File: src/ial_pkg.sv
// ial_pkg: shared types, constants and opcodes of the indexed array list
// used by the controller, the datapath, the top level and the checker
package ial_pkg;

  // list geometry
  localparam int CAPACITY = 32;
  localparam int DATA_W   = 32;
  localparam int POS_W    = 6;
  localparam int OUT_CNT_W = 6;
  localparam int CNT_W    = $clog2(CAPACITY + 1);
  localparam int IDX_W    = (CAPACITY > 1) ? $clog2(CAPACITY) : 1;
  // compare width that holds both a position and a count plus one
  localparam int CMP_W    = ((POS_W > CNT_W) ? POS_W : CNT_W) + 1;

  // operation codes
  localparam logic [1:0] OP_GET    = 2'd0;
  localparam logic [1:0] OP_INSERT = 2'd1;
  localparam logic [1:0] OP_DELETE = 2'd2;
  localparam logic [1:0] OP_CLEAR  = 2'd3;

  // request payload
  typedef struct packed {
    logic [1:0]               opcode;
    logic [POS_W-1:0]         position;
    logic signed [DATA_W-1:0] value_in;
  } ial_req_t;

  // result payload
  typedef struct packed {
    logic                     ok;
    logic signed [DATA_W-1:0] value_out;
    logic [OUT_CNT_W-1:0]     count;
    logic                     is_empty;
  } ial_rsp_t;

  // commands from controller to datapath
  typedef struct packed {
    logic load;    // capture an accepted request
    logic commit;  // execute it and load the result register
  } ial_cmd_t;

endpackage

File: src/ial_ctrl.sv
// ial_ctrl: request sequencing state machine and result valid flag
// depends on ial_pkg
module ial_ctrl (
  input  logic              clk_i,
  input  logic              rst_ni,
  input  logic              in_valid_i,
  output logic              in_ready_o,
  output logic              out_valid_o,
  input  logic              out_ready_i,
  output ial_pkg::ial_cmd_t cmd_o
);
  import ial_pkg::*;

  localparam logic ST_IDLE = 1'b0;
  localparam logic ST_EXEC = 1'b1;

  logic state_q, state_d;
  logic out_valid_q, out_valid_d;

  // handshake and commands
  assign in_ready_o   = (state_q == ST_IDLE);
  assign cmd_o.load   = in_valid_i && in_ready_o;
  assign cmd_o.commit = (state_q == ST_EXEC) && (!out_valid_q || out_ready_i);
  assign out_valid_o  = out_valid_q;

  // next state
  always_comb begin
    state_d = state_q;
    case (state_q)
      ST_IDLE: begin
        if (cmd_o.load) state_d = ST_EXEC;
      end
      ST_EXEC: begin
        if (cmd_o.commit) state_d = ST_IDLE;
      end
      default: state_d = ST_IDLE;
    endcase
  end

  // result valid: set on commit, cleared when taken
  always_comb begin
    out_valid_d = out_valid_q;
    if (cmd_o.commit) out_valid_d = 1'b1;
    else if (out_ready_i) out_valid_d = 1'b0;
  end

  always_ff @(posedge clk_i or negedge rst_ni) begin
    if (!rst_ni) begin
      state_q     <= ST_IDLE;
      out_valid_q <= 1'b0;
    end else begin
      state_q     <= state_d;
      out_valid_q <= out_valid_d;
    end
  end

endmodule

File: src/ial_datapath.sv
// ial_datapath: row of element cells, element count, range checks and result register
// depends on ial_pkg
module ial_datapath (
  input  logic              clk_i,
  input  logic              rst_ni,
  input  ial_pkg::ial_cmd_t cmd_i,
  input  ial_pkg::ial_req_t req_i,
  output ial_pkg::ial_rsp_t rsp_o
);
  import ial_pkg::*;

  ial_req_t                 req_q;
  ial_rsp_t                 rsp_q, rsp_d;
  logic [CNT_W-1:0]         count_q, count_d;
  logic signed [DATA_W-1:0] cells_q [CAPACITY];

  logic [CMP_W-1:0]         pos_w, cnt_w;
  logic                     pos_nz, in_range, ins_ok;
  logic [IDX_W-1:0]         idx;
  logic signed [DATA_W-1:0] rd_val;
  logic                     do_ins, do_del;

  // request capture
  always_ff @(posedge clk_i) begin
    if (cmd_i.load) req_q <= req_i;
  end

  // range checks and read port
  assign pos_w    = CMP_W'(req_q.position);
  assign cnt_w    = CMP_W'(count_q);
  assign pos_nz   = (pos_w != '0);
  assign in_range = pos_nz && (pos_w <= cnt_w);
  assign ins_ok   = (count_q < CNT_W'(CAPACITY)) && pos_nz &&
                    (pos_w <= cnt_w + CMP_W'(1));
  assign idx      = IDX_W'(pos_w - CMP_W'(1));
  assign rd_val   = cells_q[idx];

  // operation decode
  always_comb begin
    rsp_d.ok        = 1'b0;
    rsp_d.value_out = '0;
    count_d         = count_q;
    do_ins          = 1'b0;
    do_del          = 1'b0;
    case (req_q.opcode)
      OP_GET: begin
        if (in_range) begin
          rsp_d.ok        = 1'b1;
          rsp_d.value_out = rd_val;
        end
      end
      OP_INSERT: begin
        if (ins_ok) begin
          rsp_d.ok = 1'b1;
          do_ins   = 1'b1;
          count_d  = count_q + CNT_W'(1);
        end
      end
      OP_DELETE: begin
        if (in_range) begin
          rsp_d.ok        = 1'b1;
          rsp_d.value_out = rd_val;
          do_del          = 1'b1;
          count_d         = count_q - CNT_W'(1);
        end
      end
      OP_CLEAR: begin
        rsp_d.ok = 1'b1;
        count_d  = '0;
      end
      default: begin
        rsp_d.ok = 1'b0;
      end
    endcase
    rsp_d.count    = OUT_CNT_W'(count_d);
    rsp_d.is_empty = (count_d == '0);
  end

  // element cells: each one loads the new value, its lower or its upper neighbor
  for (genvar i = 0; i < CAPACITY; i++) begin : g_cell
    logic signed [DATA_W-1:0] lower, upper;
    logic                     take_lower, take_upper, take_new;

    if (i > 0) begin : g_lo
      assign lower = cells_q[i-1];
    end else begin : g_lo0
      assign lower = '0;
    end
    if (i < CAPACITY - 1) begin : g_up
      assign upper = cells_q[i+1];
    end else begin : g_up0
      assign upper = '0;
    end

    assign take_new   = do_ins && (IDX_W'(i) == idx);
    assign take_lower = do_ins && (i > 0) && (IDX_W'(i) > idx);
    assign take_upper = do_del && (i < CAPACITY - 1) && (IDX_W'(i) >= idx);

    always_ff @(posedge clk_i) begin
      if (cmd_i.commit) begin
        if (take_new) cells_q[i] <= req_q.value_in;
        else if (take_lower) cells_q[i] <= lower;
        else if (take_upper) cells_q[i] <= upper;
      end
    end
  end

  // element count
  always_ff @(posedge clk_i or negedge rst_ni) begin
    if (!rst_ni) begin
      count_q <= '0;
    end else if (cmd_i.commit) begin
      count_q <= count_d;
    end
  end

  // result register
  always_ff @(posedge clk_i) begin
    if (cmd_i.commit) rsp_q <= rsp_d;
  end

  assign rsp_o = rsp_q;

endmodule

File: src/indexed_array_list_top.sv
// indexed_array_list_top: list of signed elements with get, insert, delete and clear
// depends on ial_pkg, ial_ctrl and ial_datapath
//
// usage
//   requests enter on in_valid_i / in_ready_o with an ial_req_t payload
//   (opcode, 1-based position, value to insert); each request yields one
//   result on out_valid_o / out_ready_i with an ial_rsp_t payload (ok,
//   value read or removed, element count after the request, empty flag)
//   an accepted request is held in the request register and executed from
//   it; its result enters the result register once no earlier result waits
//   there untaken; the controller takes no new request while it executes
//   one, and the row of cells shifts all elements at once on execution
//   a new request is accepted while the previous result waits in the
//   output register; if the receiver stalls, execution holds until the
//   waiting result is taken, and meanwhile in_ready_o stays low
//   reset clears the element count, so the list is empty; element cells
//   are not cleared and hold nothing until written

module indexed_array_list_top (
  input  logic              clk_i,
  input  logic              rst_ni,
  input  logic              in_valid_i,
  output logic              in_ready_o,
  input  ial_pkg::ial_req_t in_req_i,
  output logic              out_valid_o,
  input  logic              out_ready_i,
  output ial_pkg::ial_rsp_t out_rsp_o
);
  import ial_pkg::*;

  ial_cmd_t cmd;

  // sequencing
  ial_ctrl u_ctrl (
    .clk_i       (clk_i),
    .rst_ni      (rst_ni),
    .in_valid_i  (in_valid_i),
    .in_ready_o  (in_ready_o),
    .out_valid_o (out_valid_o),
    .out_ready_i (out_ready_i),
    .cmd_o       (cmd)
  );

  // element storage and result
  ial_datapath u_datapath (
    .clk_i  (clk_i),
    .rst_ni (rst_ni),
    .cmd_i  (cmd),
    .req_i  (in_req_i),
    .rsp_o  (out_rsp_o)
  );

endmodule

File: config.mk
export PLATFORM = sky130hd
export DESIGN_NAME = indexed_array_list_top
export DESIGN_NICKNAME = d
export VERILOG_FILES = /design/src/ial_pkg.sv /design/src/ial_ctrl.sv /design/src/ial_datapath.sv /design/src/indexed_array_list_top.sv
export SDC_FILE = /design/constraint.sdc
export NUM_CORES = 2
export LEC_CHECK = 0
export BUFFER_PORTS_ARGS = -buffer_cell sky130_fd_sc_hd__buf_2
export CAP_MARGIN = 20
export CORE_ASPECT_RATIO = 1.75
export CORE_MARGIN = 1.5
export CORE_UTILIZATION = 33
export CTS_BUF_LIST = sky130_fd_sc_hd__clkbuf_4 sky130_fd_sc_hd__clkbuf_8
export CTS_CLUSTER_SIZE = 24
export DETAILED_ROUTE_END_ITERATION = 16
export PLACE_DENSITY_LB_ADDON = 0.05
export SYNTH_ARGS = -nofsm -noshare
export SYNTH_HDL_FRONTEND = slang
export SYNTH_SLANG_ARGS = --single-unit
File: constraint.sdc
create_clock -name clk_i -period 8.4 [get_ports clk_i]
set_input_delay 0 -clock clk_i [delete_from_list [all_inputs] [get_ports clk_i]]
set_output_delay 0 -clock clk_i [all_outputs]
set_load 0.05 [all_outputs]
# [Word-level counts from Yosys, hierarchy flattened]
# Memories as Yosys holds them, arrays and structs flattened.
# Index checks and enable logic that the tools add are counted.
[totals] memories=1 output_inout_bits=42 ramBits=1024 ff_bits=88
[op_classes] order_cmp=65 bitwise_logic=63 n_reduce_logical=108 mux=450 eq_ne=34 add_sub_neg=4
[mem_list] memory="u_datapath.cells_q" depth=32 word_bits=32 read_ports=33 rd_clocked_by_memory_dff=0 write_ports=32 line_no="ial_datapath.sv:15" source="logic signed [DATA_W-1:0] cells_q [CAPACITY];"
[ops] op="2-to-1 mux 32 bit" n=62
[ops] op="2-to-1 mux 1 bit" n=382
[ops] op="logical AND 1 bit" n=99
[ops] op="equality test 5 bit (first input constant)" n=16
[ops] op="greater-than comparator 5 bit (first input constant)" n=16
[ops] op=">= comparator 5 bit (first input constant)" n=15
[ops] op="OR 1 bit" n=62
[ops] op="equality test 4 x 5 -> 1 bit (first input constant)" n=8
[ops] op=">= comparator 4 x 5 -> 1 bit (first input constant)" n=8
[ops] op="greater-than comparator 4 x 5 -> 1 bit (first input constant)" n=8
[ops] op="2-to-1 mux 33 bit" n=1
[ops] op="equality test 3 x 5 -> 1 bit (first input constant)" n=4
[ops] op=">= comparator 3 x 5 -> 1 bit (first input constant)" n=4
[ops] op="greater-than comparator 3 x 5 -> 1 bit (first input constant)" n=4
[ops] op="case mux 6 bit (3 select lines)" n=1
[ops] op="2-to-1 mux 6 bit" n=2
[ops] op="equality test 2 x 5 -> 1 bit (first input constant)" n=2
[ops] op=">= comparator 1 x 5 -> 1 bit (first input constant)" n=2
[ops] op=">= comparator 2 x 5 -> 1 bit (first input constant)" n=2
[ops] op="greater-than comparator 2 x 5 -> 1 bit (first input constant)" n=2
[ops] op="adder 6 x 1 -> 7 bit (second input constant)" n=1
[ops] op="<= comparator 6 x 7 -> 1 bit" n=1
[ops] op="nonzero test 7 bit" n=1
[ops] op="adder 6 x 1 -> 6 bit (second input constant)" n=1
[ops] op="other kinds (19)" n=20

# [Longest topological paths before layout]
[depth] ltp_word=12 mapped_depth=18 depth_no_buf=13

# [Hierarchy]
# From an unflattened synthesis, not the netlist that was laid out.
[unflattened] cells_unflattened=6253 area_unflattened_um2=65027.4
[modules_own_cells] mod="ial_datapath" n_inst=1 cells_each=6244 seq_area_each_um2=33301.9 area_per_inst_um2=64926.0
[modules_own_cells] mod="ial_ctrl" n_inst=1 cells_each=9 seq_area_each_um2=50.0 area_per_inst_um2=101.3

# [Least setup slack after synthesis]
# OpenSTA, ideal clock, no wires.
[synth_timing] path_type="register -> register" startpoint="register u_datapath.count_q[2]" endpoint="memory u_datapath.cells_q[10][0], enable pin" period_less_slack_ps=6671 n_path_buf=4 stages_incl_launch_ff=17 arrival_time_ps=6201 setup_time_ps=470 slack_ps=1729 path_cell_list="dfrtp_1 > clkbuf_1 > inv_1 > nor3_1 > nand3_1 > xnor2_1 > ha_1 > and3_1 > a21boi_1 > o21a_4 > or4_4 > buf_6 > buf_6 > inv_2 > buf_2 > nor2_1 > a211oi_1"
[synth_lines] item="from (decl)" line_no="ial_datapath.sv:14" source="logic [CNT_W-1:0] count_q, count_d;"
[synth_lines] item="from (signal assigned)" line_no="ial_datapath.sv:113" source="count_q <= count_d;"
[synth_lines] item="to (decl)" line_no="ial_datapath.sv:15"

==> flow_summary.ini <==
[floorplan]
initial_core_util_pct = 33.2
die_w_microns = 337
num_rows = 214
die_area_sq_um = 198000
pin_count = 86
core_sq_um = 194000
dieHeight_microns = 587

[placement]
io_buffers = 85
dp_hpwl_microns = 157000
gp_congestion = 0.817

[logic_synthesis]
synth_edf_count = 1104
yosysSeqAreaShare_pct = 51.9
synth-xor-area-share_pct = 0.134
synth_nets = 6036
synthMuxAreaShare_pct = 18.6
synth_cells = 5974
synth_cell_type_count = 68
synth_top_family_by_area = multiplexers
synth_fa_ha_area_share_pct = 0.350
synth_ff_type = edfxtp_1
synthArstFlopShare_pct = 0.719
ys_ff_latch = 1112
syn-cell-area_sq_um = 64300
postSynthAreaPerCell_sq_um = 10.8
synth_compound_area_share_pct = 10.8
ys_warn_count = 0
synthSimpleGateAreaFrac_pct = 13.9

[hold_path]
hold_class = in2async

[global_route]
grt_busiest_layer = met2
grt_usage_pct = 22.9
grt_pass1_vias = 47534
grt_util_met2_pct = 41.4
use_met3_pct = 3.15
grt_pass1_wl_microns = 336000
antenna_found_initial = 3
overflow = 0
grt_max_degree = 83
met1_usage_pct = 28.3

[flow_run]
maxCapViolations = 0

[timing]
fin_worst_skew_ns = 0.0578
rsz0062_at_grt = false
finalSetupViolCount = 0
min_period_over_period_pct = 70.7
finalCriticalPeriod_ns = 5.94
finalHoldViolCount = 0
slew_headroom_pct = 28.2
timing.setup.tns_ns = 0
hold_slack_ns = 0.129
tightest_slew_ns = 1.07
timing.fmax_ghz = 0.168
slew_violations = 0

[clock_tree]
h-tree-depth = 4
cts_setup_buffers = 0
clk_latency_ns = 0.93
cts-root-buf = clkbuf_8
cts_buffer_depth = 4
cts-buffers-inserted = 201
cts.sinks = 1112
cts_tree = built
clkTransAtPathRegs_ns = 0.06

[worst_setup_path]
critical_path_required_ns = 8.94
worstSetupPathType = reg2reg
critPathLaunchType = flip-flop
cp-end-kind = flip-flop
reg2regPathDepth = 15
cp.arrival_ns = 6.48
critPathMaxFanout = 36

[route]
final_antenna_net_count = 0
via_per_inst = 5.46
wl_microns = 228000
drc_errors = 0
dr.pass1.iters = 6
vias = 47438
wire_per_inst_microns = 26.2
dr.first_iter.drc_count = 3921

[layout]
utilization_pct = 37.1
area_growth_pct = 12.0
drive_gt1_share_pct = 17.2
nets = 6027

[pwr]
power_density_nw_per_um2 = 205
leakagePower_nw = 23.7
vdd_drop_max_v = 0.000105

[outcome]
status = complete, no violations
==> worst paths after layout <==
path,start,endpoint,slack [ns]
max in group asynchronous,rst_ni,u_ctrl.state_q$_DFF_PN0_,7.86
min,rst_ni,u_datapath.count_q[1]$_DFFE_PN0P_,0.13
min reg2reg,u_ctrl.out_valid_o$_DFFE_PN0P_,u_ctrl.out_valid_o$_DFFE_PN0P_,0.54
max,u_datapath.count_q[2]$_DFFE_PN0P_,u_datapath.cells_q[12][29]$_DFFE_PP_,2.46
min in group clk_i,in_req_i[16],u_datapath.req_q[16]$_DFFE_PP_,0.30
max reg2reg,u_datapath.count_q[2]$_DFFE_PN0P_,u_datapath.cells_q[12][29]$_DFFE_PP_,2.46
==> power breakdown <==
part	internal [mW]	switching [mW]
Clock	2.61	2.46
Combinational	1.04	1.87
Sequential	6.56	0.222
Total	10.2	4.55
==> timing repair <==
action,4_1_cts,5_1_grt
gates resized for setup,0,0
hold buffers,86,0
endpoints found under the hold margin,67,0
setup endpoints to repair,0,0
==> cells in the final DEF, fill, tap and decap left out, drive strengths merged, types with 4 or more instances in the layout <==
master	count
mux4	276
o21ai	243
nor3	20
buf	259
dfrtp	8
mux2i	497
edfxtp	1104
xnor2	7
nand2b	4
nand3	41
mux2	67
nand2	1318
clkbuf	279
dlygate4sd3	86
o21a	4
nor2	819
a21oi	337
and3	8
nor2b	33
clkinv	48
or3	10
a311oi	28
nor4	6
a31oi	490
ha	18
a211oi	30
inv	17
==> worst max-delay path: stages (launching register included) <==
cell and delay [ns]:
dfrtp_1 0.52, inv_1 0.13, nor3_1 0.48, nand3_1 0.21
xnor2_1 0.16, ha_1 0.31, and3_1 0.19, a21boi_1 0.14
o21a_4 0.23, or4_4 0.83, inv_2 0.37, buf_4 0.59
nor2_4 0.14, buf_4 0.33, a211oi_4 0.25, buf_4 0.48
==> flip-flops by register name, indices dropped and copies added (netlist names) <==
| name | cells |
|---|---|
| u_ctrl.out_valid_o | 1 |
| u_ctrl.state_q | 1 |
| u_datapath.cells_q | 1024 |
| u_datapath.count_q | 6 |
| u_datapath.pos_w | 6 |
| u_datapath.req_q | 34 |
| u_datapath.rsp_o | 40 |
==> synth_stat cells (29+ instances only) <==
cell type | instances | share of area [%]
buf_4 | 29 | 0.34
nand2_1 | 1318 | 7.7
a211oi_1 | 29 | 0.34
mux4_2 | 276 | 9.7
a21oi_2 | 60 | 0.82
nor2b_1 | 33 | 0.32
buf_2 | 135 | 1.1
edfxtp_1 | 1104 | 52
buf_1 | 70 | 0.41
mux2_2 | 37 | 0.65
nand3_1 | 40 | 0.31
buf_6 | 30 | 0.53
a21oi_1 | 275 | 2.1
clkbuf_1 | 286 | 1.7
mux2_1 | 30 | 0.53
nor2_1 | 806 | 4.7
a31oi_1 | 488 | 4.7
o21ai_1 | 231 | 1.8
mux2i_1 | 497 | 7.7
==> cell families (layout without fill, tap and decap cells) <==
logic type | Yosys count | count (layout)
simple gates | 2267 | 2267
compound gates | 1152 | 1152
flops | 1112 | 1112
mux | 840 | 840
buf+inv | 576 | 692
fa+ha+maj | 18 | 18
xor+xnor | 9 | 9
other cells | 0 | 3
==> area by class of cell <==
type / instances / area (sq um)
Antenna cell: 3 / 7.51
Timing Repair Buffer: 345 / 2930
Inverter: 19 / 72.6
Clock inverter: 49 / 253
Tap cell: 2592 / 3240
Clock buffer: 279 / 3360
Fill cell: 19191 / 122000
Multi-Input combinational cell: 4286 / 28800
Sequential cell: 1112 / 33400
==> layer usage <==
layer	vias to the layer above	routed length, microns
li1	21894	-
met1	23748	91000
met2	1434	119000
met3	362	11600
met4	0	6000
met5	-	0
==> stage by stage <==
step	cell area (sq um)	setup WS, ns	std cells	total power [mW]
2_1_floorplan	64300	1.73	5974	8.74
3_3_place_gp	67100	2.48	8251	9.72
3_5_place_dp	67200	2.50	8257	9.77
4_1_cts	71700	2.48	8671	15.0
5_1_grt	72000	2.19	8685	15.4
6_report	72000	2.46	8685	14.8
Note: power is estimated with default switching activity, not from simulation.
